**config.mk**
```make
export PLATFORM = sky130hd
export DESIGN_NAME = cache_replacement_policy
export DESIGN_NICKNAME = d
export VERILOG_FILES = /design/src/rtl/crp_pkg.sv /design/src/rtl/cache_replacement_policy.sv /design/src/rtl/crp_ram.sv /design/src/rtl/crp_cell.sv
export SDC_FILE = /design/constraint.sdc
export NUM_CORES = 2
export LEC_CHECK = 0
export BUFFER_PORTS_ARGS = -buffer_cell sky130_fd_sc_hd__buf_2
export CAP_MARGIN = 30
export CORE_UTILIZATION = 40
export DETAILED_ROUTE_END_ITERATION = 10
export HOLD_SLACK_MARGIN = 0.15
export PLACE_DENSITY = 0.61
export RECOVER_POWER = 100
export SETUP_SLACK_MARGIN = 0.2
export SLEW_MARGIN = 20
export SYNTH_ARGS = -nofsm -noshare
export SYNTH_HDL_FRONTEND = slang
export SYNTH_SLANG_ARGS = --single-unit
```
**constraint.sdc**
```tcl
create_clock -name clock -period 30.1 [get_ports clock]
set_input_delay 0 -clock clock [delete_from_list [all_inputs] [get_ports clock]]
set_output_delay 0 -clock clock [all_outputs]
set_load 0.01 [all_outputs]
```
**src/rtl/crp_pkg.sv**
```systemverilog
`timescale 1ns / 1ps
package crp_pkg;

   localparam int KEY_BITS    = 10;
   localparam int MAX_ENTRIES = 16;
   localparam int SLOT_BITS   = $clog2(MAX_ENTRIES);
   localparam int FILL_BITS   = $clog2(MAX_ENTRIES + 1);
   localparam int KEY_SPACE   = 1 << KEY_BITS;
   localparam int CNT_BITS    = 32;

   typedef logic [KEY_BITS-1:0]  key_type;
   typedef logic [SLOT_BITS-1:0] slot_type;
   typedef logic [FILL_BITS-1:0] fill_type;
   typedef logic [CNT_BITS-1:0]  cnt_type;
   typedef logic [1:0]           policy_type;
   typedef logic [1:0]           kind_type;

   localparam policy_type POLICY_FIFO   = 2'd0;
   localparam policy_type POLICY_LRU    = 2'd1;
   localparam policy_type POLICY_CLOCK  = 2'd2;
   localparam policy_type POLICY_IGNORE = 2'd3;

   localparam kind_type KIND_HIT        = 2'd0;
   localparam kind_type KIND_COMPULSORY = 2'd1;
   localparam kind_type KIND_CAPACITY   = 2'd2;

   localparam logic CSR_POLICY   = 1'b0;
   localparam logic CSR_CAPACITY = 1'b1;

   localparam int CSR_DATA_BITS = 5;

   typedef enum logic [1:0] {
      ST_CLEAR,
      ST_IDLE,
      ST_LOOK,
      ST_UPDATE
   } state_type;

   typedef struct packed {
      logic load;
      logic shift;
      logic set_ref;
      logic clr_ref;
   } cell_op_type;

endpackage

```
**src/rtl/cache_replacement_policy.sv**
```systemverilog
`timescale 1ns / 1ps
// Cache replacement policy engine: FIFO, LRU and CLOCK over a 16-entry
// fully associative key store held in a row of cells; policy 3 leaves store and counters untouched.
// req_*: one key per transfer (valid/ready). rsp_*: one result per key,
// hit flag, miss class and the four saturating counters after the access.
// csr_*: single-cycle writes, index 0 policy, index 1 capacity (clamped
// to 1..16); write only while no access is in flight.
// Each key passes a look state (seen-map result and key match captured) and an
// update state; on a full-cache CLOCK miss the update first sweeps, clearing one
// set reference bit per step. The next key is taken as the update commits.
// Reset: the 1024-entry seen map is cleared one entry per cycle, and
// req_ready stays low until it is clear; reference bits, fill count,
// pointer and counters clear at once; stored keys are not reset.
// Stall: the result register holds while rsp_ready is low; the next key is
// still taken and looked up, and its update waits for the register.
module cache_replacement_policy (
   input  logic                      clock,
   input  logic                      reset,
   input  logic                      req_valid,
   output logic                      req_ready,
   input  crp_pkg::key_type          req_key,
   output logic                      rsp_valid,
   input  logic                      rsp_ready,
   output logic                      rsp_hit,
   output crp_pkg::kind_type         rsp_miss_kind,
   output crp_pkg::cnt_type          rsp_hits_total,
   output crp_pkg::cnt_type          rsp_misses_total,
   output crp_pkg::cnt_type          rsp_compulsory_total,
   output crp_pkg::cnt_type          rsp_capacity_total,
   input  logic                      csr_wr_en,
   input  logic                      csr_index,
   input  logic [crp_pkg::CSR_DATA_BITS-1:0] csr_wdata
);
   import crp_pkg::*;

   localparam cnt_type CNT_MAX = '1;

   state_type   state_ff, state_in;
   policy_type  policy_ff;
   fill_type    capacity_ff, fill_ff, cap_clamped;
   slot_type    ptr_ff, ptr_next;
   key_type     key_ff;
   logic [KEY_BITS-1:0] clr_ff;
   logic        found_ff, seen_ff, byp_ff;
   slot_type    pos_ff;
   logic        found_in;
   slot_type    pos_in;
   cnt_type     hit_cnt_ff, miss_cnt_ff, comp_cnt_ff, capm_cnt_ff;
   logic        rsp_valid_ff, rsp_hit_ff;
   kind_type    rsp_kind_ff;

   key_type     key_vec   [MAX_ENTRIES];
   logic        ref_vec   [MAX_ENTRIES];
   logic        match_vec [MAX_ENTRIES];
   cell_op_type op_vec    [MAX_ENTRIES];

   logic        accept, out_free, active, full, sweep_step, commit, new_ref;
   fill_type    last;
   logic        seen_we, seen_wd, seen_rd;
   logic [KEY_BITS-1:0] seen_wa;

   assign active     = (policy_ff != POLICY_IGNORE);
   assign full       = (fill_ff >= capacity_ff);
   assign last       = fill_ff - 1'b1;
   assign out_free   = !rsp_valid_ff || rsp_ready;
   assign sweep_step = (state_ff == ST_UPDATE) && (policy_ff == POLICY_CLOCK)
                       && !found_ff && full && ref_vec[ptr_ff];
   assign commit     = (state_ff == ST_UPDATE) && !sweep_step && out_free;
   assign req_ready  = (state_ff == ST_IDLE) || commit;
   assign accept     = req_valid && req_ready;
   assign new_ref    = (policy_ff == POLICY_LRU) && found_ff && ref_vec[pos_ff];
   assign ptr_next   = ({1'b0, ptr_ff} + 1'b1 == capacity_ff) ? '0 : ptr_ff + 1'b1;

   // cell row
   for (genvar g = 0; g < MAX_ENTRIES; g++) begin : g_cell
      key_type nk;
      logic    nr;
      if (g == MAX_ENTRIES - 1) begin : g_end
         assign nk = key_vec[g];
         assign nr = ref_vec[g];
      end else begin : g_mid
         assign nk = key_vec[g+1];
         assign nr = ref_vec[g+1];
      end
      crp_cell u_cell (
         .clock    (clock),
         .reset    (reset),
         .op       (op_vec[g]),
         .nbr_key  (nk),
         .nbr_ref  (nr),
         .new_key  (key_ff),
         .new_ref  (new_ref),
         .look_key (key_ff),
         .key      (key_vec[g]),
         .ref_bit  (ref_vec[g]),
         .match    (match_vec[g])
      );
   end

   always_comb begin
      fill_type idx;
      for (int i = 0; i < MAX_ENTRIES; i++) begin
         idx = FILL_BITS'(i);
         op_vec[i].shift = commit && active && (
              ((policy_ff == POLICY_LRU) && found_ff && idx >= {1'b0, pos_ff}
               && idx < last)
           || (!found_ff && full && (policy_ff != POLICY_CLOCK) && idx < last));
         op_vec[i].load = commit && active && (
              ((policy_ff == POLICY_LRU) && found_ff && idx == last)
           || (!found_ff && !full && idx == fill_ff)
           || (!found_ff && full && (policy_ff != POLICY_CLOCK) && idx == last)
           || (!found_ff && full && (policy_ff == POLICY_CLOCK)
               && idx == {1'b0, ptr_ff}));
         op_vec[i].set_ref = commit && (policy_ff == POLICY_CLOCK) && found_ff
                             && idx == {1'b0, pos_ff};
         op_vec[i].clr_ref = sweep_step && idx == {1'b0, ptr_ff};
      end
   end

   always_comb begin
      found_in = 1'b0;
      pos_in   = '0;
      for (int i = MAX_ENTRIES - 1; i >= 0; i--) begin
         if (match_vec[i] && FILL_BITS'(i) < fill_ff) begin
            found_in = 1'b1;
            pos_in   = SLOT_BITS'(i);
         end
      end
   end

   always_comb begin
      if (csr_wdata == '0) begin
         cap_clamped = FILL_BITS'(1);
      end else if ({1'b0, csr_wdata} > (CSR_DATA_BITS+1)'(MAX_ENTRIES)) begin
         cap_clamped = FILL_BITS'(MAX_ENTRIES);
      end else begin
         cap_clamped = FILL_BITS'(csr_wdata);
      end
   end

   // seen map
   always_comb begin
      seen_we = 1'b0;
      seen_wa = key_ff;
      seen_wd = 1'b1;
      if (state_ff == ST_CLEAR) begin
         seen_we = 1'b1;
         seen_wa = clr_ff;
         seen_wd = 1'b0;
      end else if (commit && active && !found_ff && !seen_ff) begin
         seen_we = 1'b1;
      end
   end

   crp_ram #(.WIDTH(1), .DEPTH(KEY_SPACE)) u_seen (
      .clock   (clock),
      .wr_en   (seen_we),
      .wr_addr (seen_wa),
      .wr_data (seen_wd),
      .rd_addr (req_key),
      .rd_data (seen_rd)
   );

   always_comb begin
      state_in = state_ff;
      unique case (state_ff)
         ST_CLEAR:  if (clr_ff == '1) state_in = ST_IDLE;
         ST_IDLE:   if (accept) state_in = ST_LOOK;
         ST_LOOK:   state_in = ST_UPDATE;
         ST_UPDATE: if (commit) state_in = accept ? ST_LOOK : ST_IDLE;
         default:   state_in = ST_IDLE;
      endcase
   end

   always_ff @(posedge clock) begin
      if (reset) begin
         state_ff <= ST_CLEAR;
         clr_ff   <= '0;
      end else begin
         state_ff <= state_in;
         if (state_ff == ST_CLEAR) clr_ff <= clr_ff + 1'b1;
      end
   end

   always_ff @(posedge clock) begin
      if (accept) begin
         key_ff <= req_key;
         byp_ff <= seen_we && (seen_wa == req_key);
      end
      if (state_ff == ST_LOOK) begin
         found_ff <= found_in;
         pos_ff   <= pos_in;
         seen_ff  <= seen_rd || byp_ff;
      end
   end

   always_ff @(posedge clock) begin
      if (reset) begin
         policy_ff    <= POLICY_FIFO;
         capacity_ff  <= FILL_BITS'(MAX_ENTRIES);
         fill_ff      <= '0;
         ptr_ff       <= '0;
         hit_cnt_ff   <= '0;
         miss_cnt_ff  <= '0;
         comp_cnt_ff  <= '0;
         capm_cnt_ff  <= '0;
         rsp_valid_ff <= 1'b0;
      end else begin
         if (csr_wr_en) begin
            unique case (csr_index)
               CSR_POLICY: policy_ff <= csr_wdata[1:0];
               CSR_CAPACITY: begin
                  capacity_ff <= cap_clamped;
                  if (fill_ff > cap_clamped) fill_ff <= cap_clamped;
                  if ({1'b0, ptr_ff} >= cap_clamped) ptr_ff <= '0;
               end
               default: ;
            endcase
         end
         if (sweep_step) ptr_ff <= ptr_next;
         rsp_valid_ff <= commit || (rsp_valid_ff && !rsp_ready);
         if (commit) begin
            rsp_hit_ff   <= active && found_ff;
            rsp_kind_ff  <= !active || found_ff ? KIND_HIT
                          : (seen_ff ? KIND_CAPACITY : KIND_COMPULSORY);
            if (active) begin
               if (found_ff) begin
                  if (hit_cnt_ff != CNT_MAX) hit_cnt_ff <= hit_cnt_ff + 1'b1;
               end else begin
                  if (miss_cnt_ff != CNT_MAX) miss_cnt_ff <= miss_cnt_ff + 1'b1;
                  if (seen_ff) begin
                     if (capm_cnt_ff != CNT_MAX) capm_cnt_ff <= capm_cnt_ff + 1'b1;
                  end else begin
                     if (comp_cnt_ff != CNT_MAX) comp_cnt_ff <= comp_cnt_ff + 1'b1;
                  end
                  if (!full) begin
                     fill_ff <= fill_ff + 1'b1;
                  end else if (policy_ff == POLICY_CLOCK) begin
                     ptr_ff <= ptr_next;
                  end
               end
            end
         end
      end
   end

   assign rsp_valid            = rsp_valid_ff;
   assign rsp_hit              = rsp_hit_ff;
   assign rsp_miss_kind        = rsp_kind_ff;
   assign rsp_hits_total       = hit_cnt_ff;
   assign rsp_misses_total     = miss_cnt_ff;
   assign rsp_compulsory_total = comp_cnt_ff;
   assign rsp_capacity_total   = capm_cnt_ff;

endmodule

```
**src/rtl/crp_ram.sv**
```systemverilog
`timescale 1ns / 1ps
module crp_ram #(
   parameter int WIDTH = 1,
   parameter int DEPTH = 1024
) (
   input  logic                     clock,
   input  logic                     wr_en,
   input  logic [$clog2(DEPTH)-1:0] wr_addr,
   input  logic [WIDTH-1:0]         wr_data,
   input  logic [$clog2(DEPTH)-1:0] rd_addr,
   output logic [WIDTH-1:0]         rd_data
);

   logic [WIDTH-1:0] mem_ff [DEPTH];
   logic [WIDTH-1:0] rd_data_ff;

   always_ff @(posedge clock) begin
      if (wr_en) begin
         mem_ff[wr_addr] <= wr_data;
      end
      rd_data_ff <= mem_ff[rd_addr];
   end

   assign rd_data = rd_data_ff;

endmodule

```
**src/rtl/crp_cell.sv**
```systemverilog
`timescale 1ns / 1ps
module crp_cell (
   input  logic                 clock,
   input  logic                 reset,
   input  crp_pkg::cell_op_type op,
   input  crp_pkg::key_type     nbr_key,
   input  logic                 nbr_ref,
   input  crp_pkg::key_type     new_key,
   input  logic                 new_ref,
   input  crp_pkg::key_type     look_key,
   output crp_pkg::key_type     key,
   output logic                 ref_bit,
   output logic                 match
);
   import crp_pkg::*;

   key_type key_ff;
   logic    ref_ff;

   always_ff @(posedge clock) begin
      if (op.load) begin
         key_ff <= new_key;
      end else if (op.shift) begin
         key_ff <= nbr_key;
      end
   end

   always_ff @(posedge clock) begin
      if (reset) begin
         ref_ff <= 1'b0;
      end else begin
         priority if (op.load) begin
            ref_ff <= new_ref;
         end else if (op.shift) begin
            ref_ff <= nbr_ref;
         end else if (op.set_ref) begin
            ref_ff <= 1'b1;
         end else if (op.clr_ref) begin
            ref_ff <= 1'b0;
         end
      end
   end

   assign key     = key_ff;
   assign ref_bit = ref_ff;
   assign match   = (key_ff == look_key);

endmodule

```
==> results.py <==
metrics = {
    "outcome": {
        "outcome": "complete, but fails checks",
        "violations": "max-capacitance violations, max-slew violations",
    },
    "placed_design": {
        "hpwl_um": 102000,
        "io_buffer_count": 153,
        "gp_congestion": 0.891,
        "dpl_cell_area_mm2": 0.0682,
    },
    "die": {
        "core_mm2": 0.163,
        "dieArea_mm2": 0.165,
        "initial_core_util_pct": 40.3,
        "die_x_um": 407,
        "die_h_um": 407,
        "rows": 148,
        "io_pins": 154,
    },
    "detailed_routing": {
        "drtIter0Drc": 4463,
        "wl_per_cell_um": 22.9,
        "drc_errors": 0,
        "via_per_inst": 5.73,
        "antenna_left": 0,
        "vias": 43265,
        "wirelength_um": 173000,
        "drt_pass1_iterations": 5,
    },
    "synthesis": {
        "synthCells": 5211,
        "synthFlopType": "edfxtp_1",
        "synth_cell_types": 95,
        "synthesis.nets": 5261,
        "synth-seq-cells": 1378,
        "yosysSeqAreaShare_pct": 60.5,
        "syn_area_mm2": 0.0655,
        "synth-edff-count": 1204,
        "async_flop_share_pct": 0,
        "avgSynthCellArea_um2": 12.6,
        "yosys_warnings": 0,
    },
    "worst_setup_path": {
        "cp_common_cell": "clkbuf_1",
        "slowest_stage": "clkbuf_1",
        "cp_max_fo": 260,
        "worstPathCellList": "nor2_1 -> clkbuf_1 -> clkinvlp_2 -> clkbuf_1 -> clkbuf_1 -> clkbuf_1 -> buf_4 -> buf_16",
        "crit_arrival_ns": 16.95,
        "crit_type": "reg2reg",
        "required_ns": 30.68,
        "crit_path_end_kind": "flip-flop",
        "max_stage_delay_ns": 6.97,
        "start_kind": "flip-flop",
    },
    "cts": {
        "clkTransAtPathRegs_ns": 0.06,
        "cts-root-buf": "clkbuf_16",
        "cts_inserted_buffers": 151,
        "cts.sinks": 1378,
        "htree_levels": 4,
        "clkLatencyLatePin_ns": 0.82,
        "clockBufferDepth": 3,
        "cts_resized": 0,
        "cts_tree": "yes",
    },
    "timing": {
        "rsz0062_at_grt": "false",
        "setup_tns_ns": 0,
        "max-slew-margin-rel_pct": -543,
        "hold_viol": 0,
        "fmax_mhz": 61.1,
        "final_max_slew_viol_count": 1780,
        "finalSetupViolCount": 0,
        "fin_crit_sh_pct": 54.4,
        "post-route-min-period_ns": 16.37,
        "skew_ns": 0.0492,
        "tightest_slew_ns": 9.64,
    },
    "grt": {
        "gr-total-overflow": 0,
        "grt_usage_pct": 20.8,
        "grt_pass1_wl_um": 263000,
        "grt_pass1_vias": 42893,
        "grt_max_degree": 261,
        "antenna_found_initial": 4,
    },
    "final_layout": {
        "final_layout_size_suffix_gt1_share_pct": 13.7,
        "area_growth_syn_to_layout_pct": 11.4,
        "layout.nets": 5299,
        "fin_area_mm2": 0.0730,
    },
    "flow_run": {
        "cap_viol_max_count": 33,
    },
    "power_and_ir_drop": {
        "vdd_drop_max_uv": 63.1,
        "power_density_mw_per_mm2": 55.3,
        "leakage_nw": 24.7,
    },
    "min_path": {
        "hp-class": "in2reg",
    },
}
## state kept, by name, indices dropped and copies added (netlist names)
| register | flops |
|---|---|
| found_ff | 1 |
| byp_ff | 1 |
| key_ff | 10 |
| capacity_ff | 5 |
| u_seen.mem_ff | 1024 |
| rsp_miss_kind | 2 |
| rsp_compulsory_total | 32 |
| pos_ff | 4 |
| rsp_valid | 1 |
| g_cell.u_cell.ref_bit | 16 |
| policy_ff | 2 |
| g_cell.u_cell.key | 160 |
| fill_ff | 5 |
| ptr_ff | 4 |
| seen_ff | 1 |
| rsp_hits_total | 32 |
| state_ff | 2 |
| u_seen.rd_data | 1 |
| rsp_hit | 1 |
| clr_ff | 10 |
| rsp_misses_total | 32 |
| rsp_capacity_total | 32 |
## cell usage in the layout, fill, tap and decap left out, drive strengths merged, types with 49 or more instances in the layout
cell / instances
edfxtp: 1204
nor2: 982
clkbuf: 385
nand2: 358
nor3: 322
mux4: 239
dfxtp: 174
mux2: 166
xnor2: 147
xor2: 124
nand3: 94
mux2i: 93
a21oi: 91
nand4: 70
buf: 70
nor4: 65
o21ai: 61
clkinv: 60
a22oi: 58
inv: 49
## per-stage QoR
stage	power [mW]	hold slack (ns)	util (%)	worst slack, ns	std cells
floorplan	2.18	0.0989	-	10.45	5211
global placement	2.24	0.279	41.8	24.31	7217
detailed placement	2.24	0.282	41.9	24.29	7225
CTS	4.07	0.176	45.1	24.31	7532
global route	4.15	0.358	44.9	12.07	7545
finish	4.04	0.369	44.9	13.73	7545
## worst paths after layout
| check | from | endpoint | slack, ns | cells after the start |
|---|---|---|---|---|
| max | state_ff[1] | u_seen.mem_ff[835] | 13.73 | 8 |
| min reg2reg | rsp_capacity_total[16] | rsp_capacity_total[16] | 0.50 | 2 |
| max reg2reg | state_ff[1] | u_seen.mem_ff[835] | 13.73 | 8 |
| min | csr_wdata[1] | capacity_ff[1] | 0.37 | 6 |
## timing repair
action	CTS	global route
hold endpoints to repair	120	0
hold buffers	36	0
setup buffers	0	0
## cells in the mapped netlist (88+ instances only)
library cell,n,area (µm²)
mux2_2,158,1780
buf_2,91,455
dfxtp_1,174,3480
clkbuf_1,225,845
mux2i_1,93,931
a21oi_1,88,440
xor2_1,124,1090
mux4_2,239,5380
nand2_1,358,1340
xnor2_1,147,1290
edfxtp_1,1204,36200
nor2_1,981,3680
nand3_1,94,470
nor3_1,305,1530
## critical path: cells and delay by family (launching register included)
kind                   cells  cell delay, ns
flip-flops                 1            0.46
buffers and inverters      7           15.25
AND/OR/NAND/NOR            1            0.09
## kinds of logic (layout without fill, tap and decap cells)
group / Yosys count / in the layout / synth area share (%)
and+or+nand+nor: 2114 / 2114 / 14.7
DFF: 1378 / 1378 / 60.5
muxes: 498 / 498 / 12.5
AOI/OAI and AO/OA: 464 / 464 / 5.03
buffers and inverters: 457 / 613 / 3.07
xor gates and xnor gates: 271 / 271 / 3.62
adders and majority gates: 29 / 29 / 0.554
other: 0 / 3 / 0
## routing by layer
layer	wire, µm	GRT usage [%]
met4	4590	5.98
met5	0	0
met3	11500	3.20
met1	73900	28.0
met2	83200	34.7
## cell type report
class	count	area, µm²
antenna	3	7.51
clock buffer	197	4060
clock inverter	74	817
fill	14844	89800
inverter	47	178
multi-input combinational	3376	23800
sequential	1378	39600
tap	2175	2720
timing repair buffer	295	1750
## power breakdown
part	internal, mW	switching (mW)	total (mW)
registers	2.05	0.00217	2.05
clock network	1.04	0.790	1.83
logic	0.0377	0.118	0.156
No activity file was read; power rests on OpenSTA's default activity.
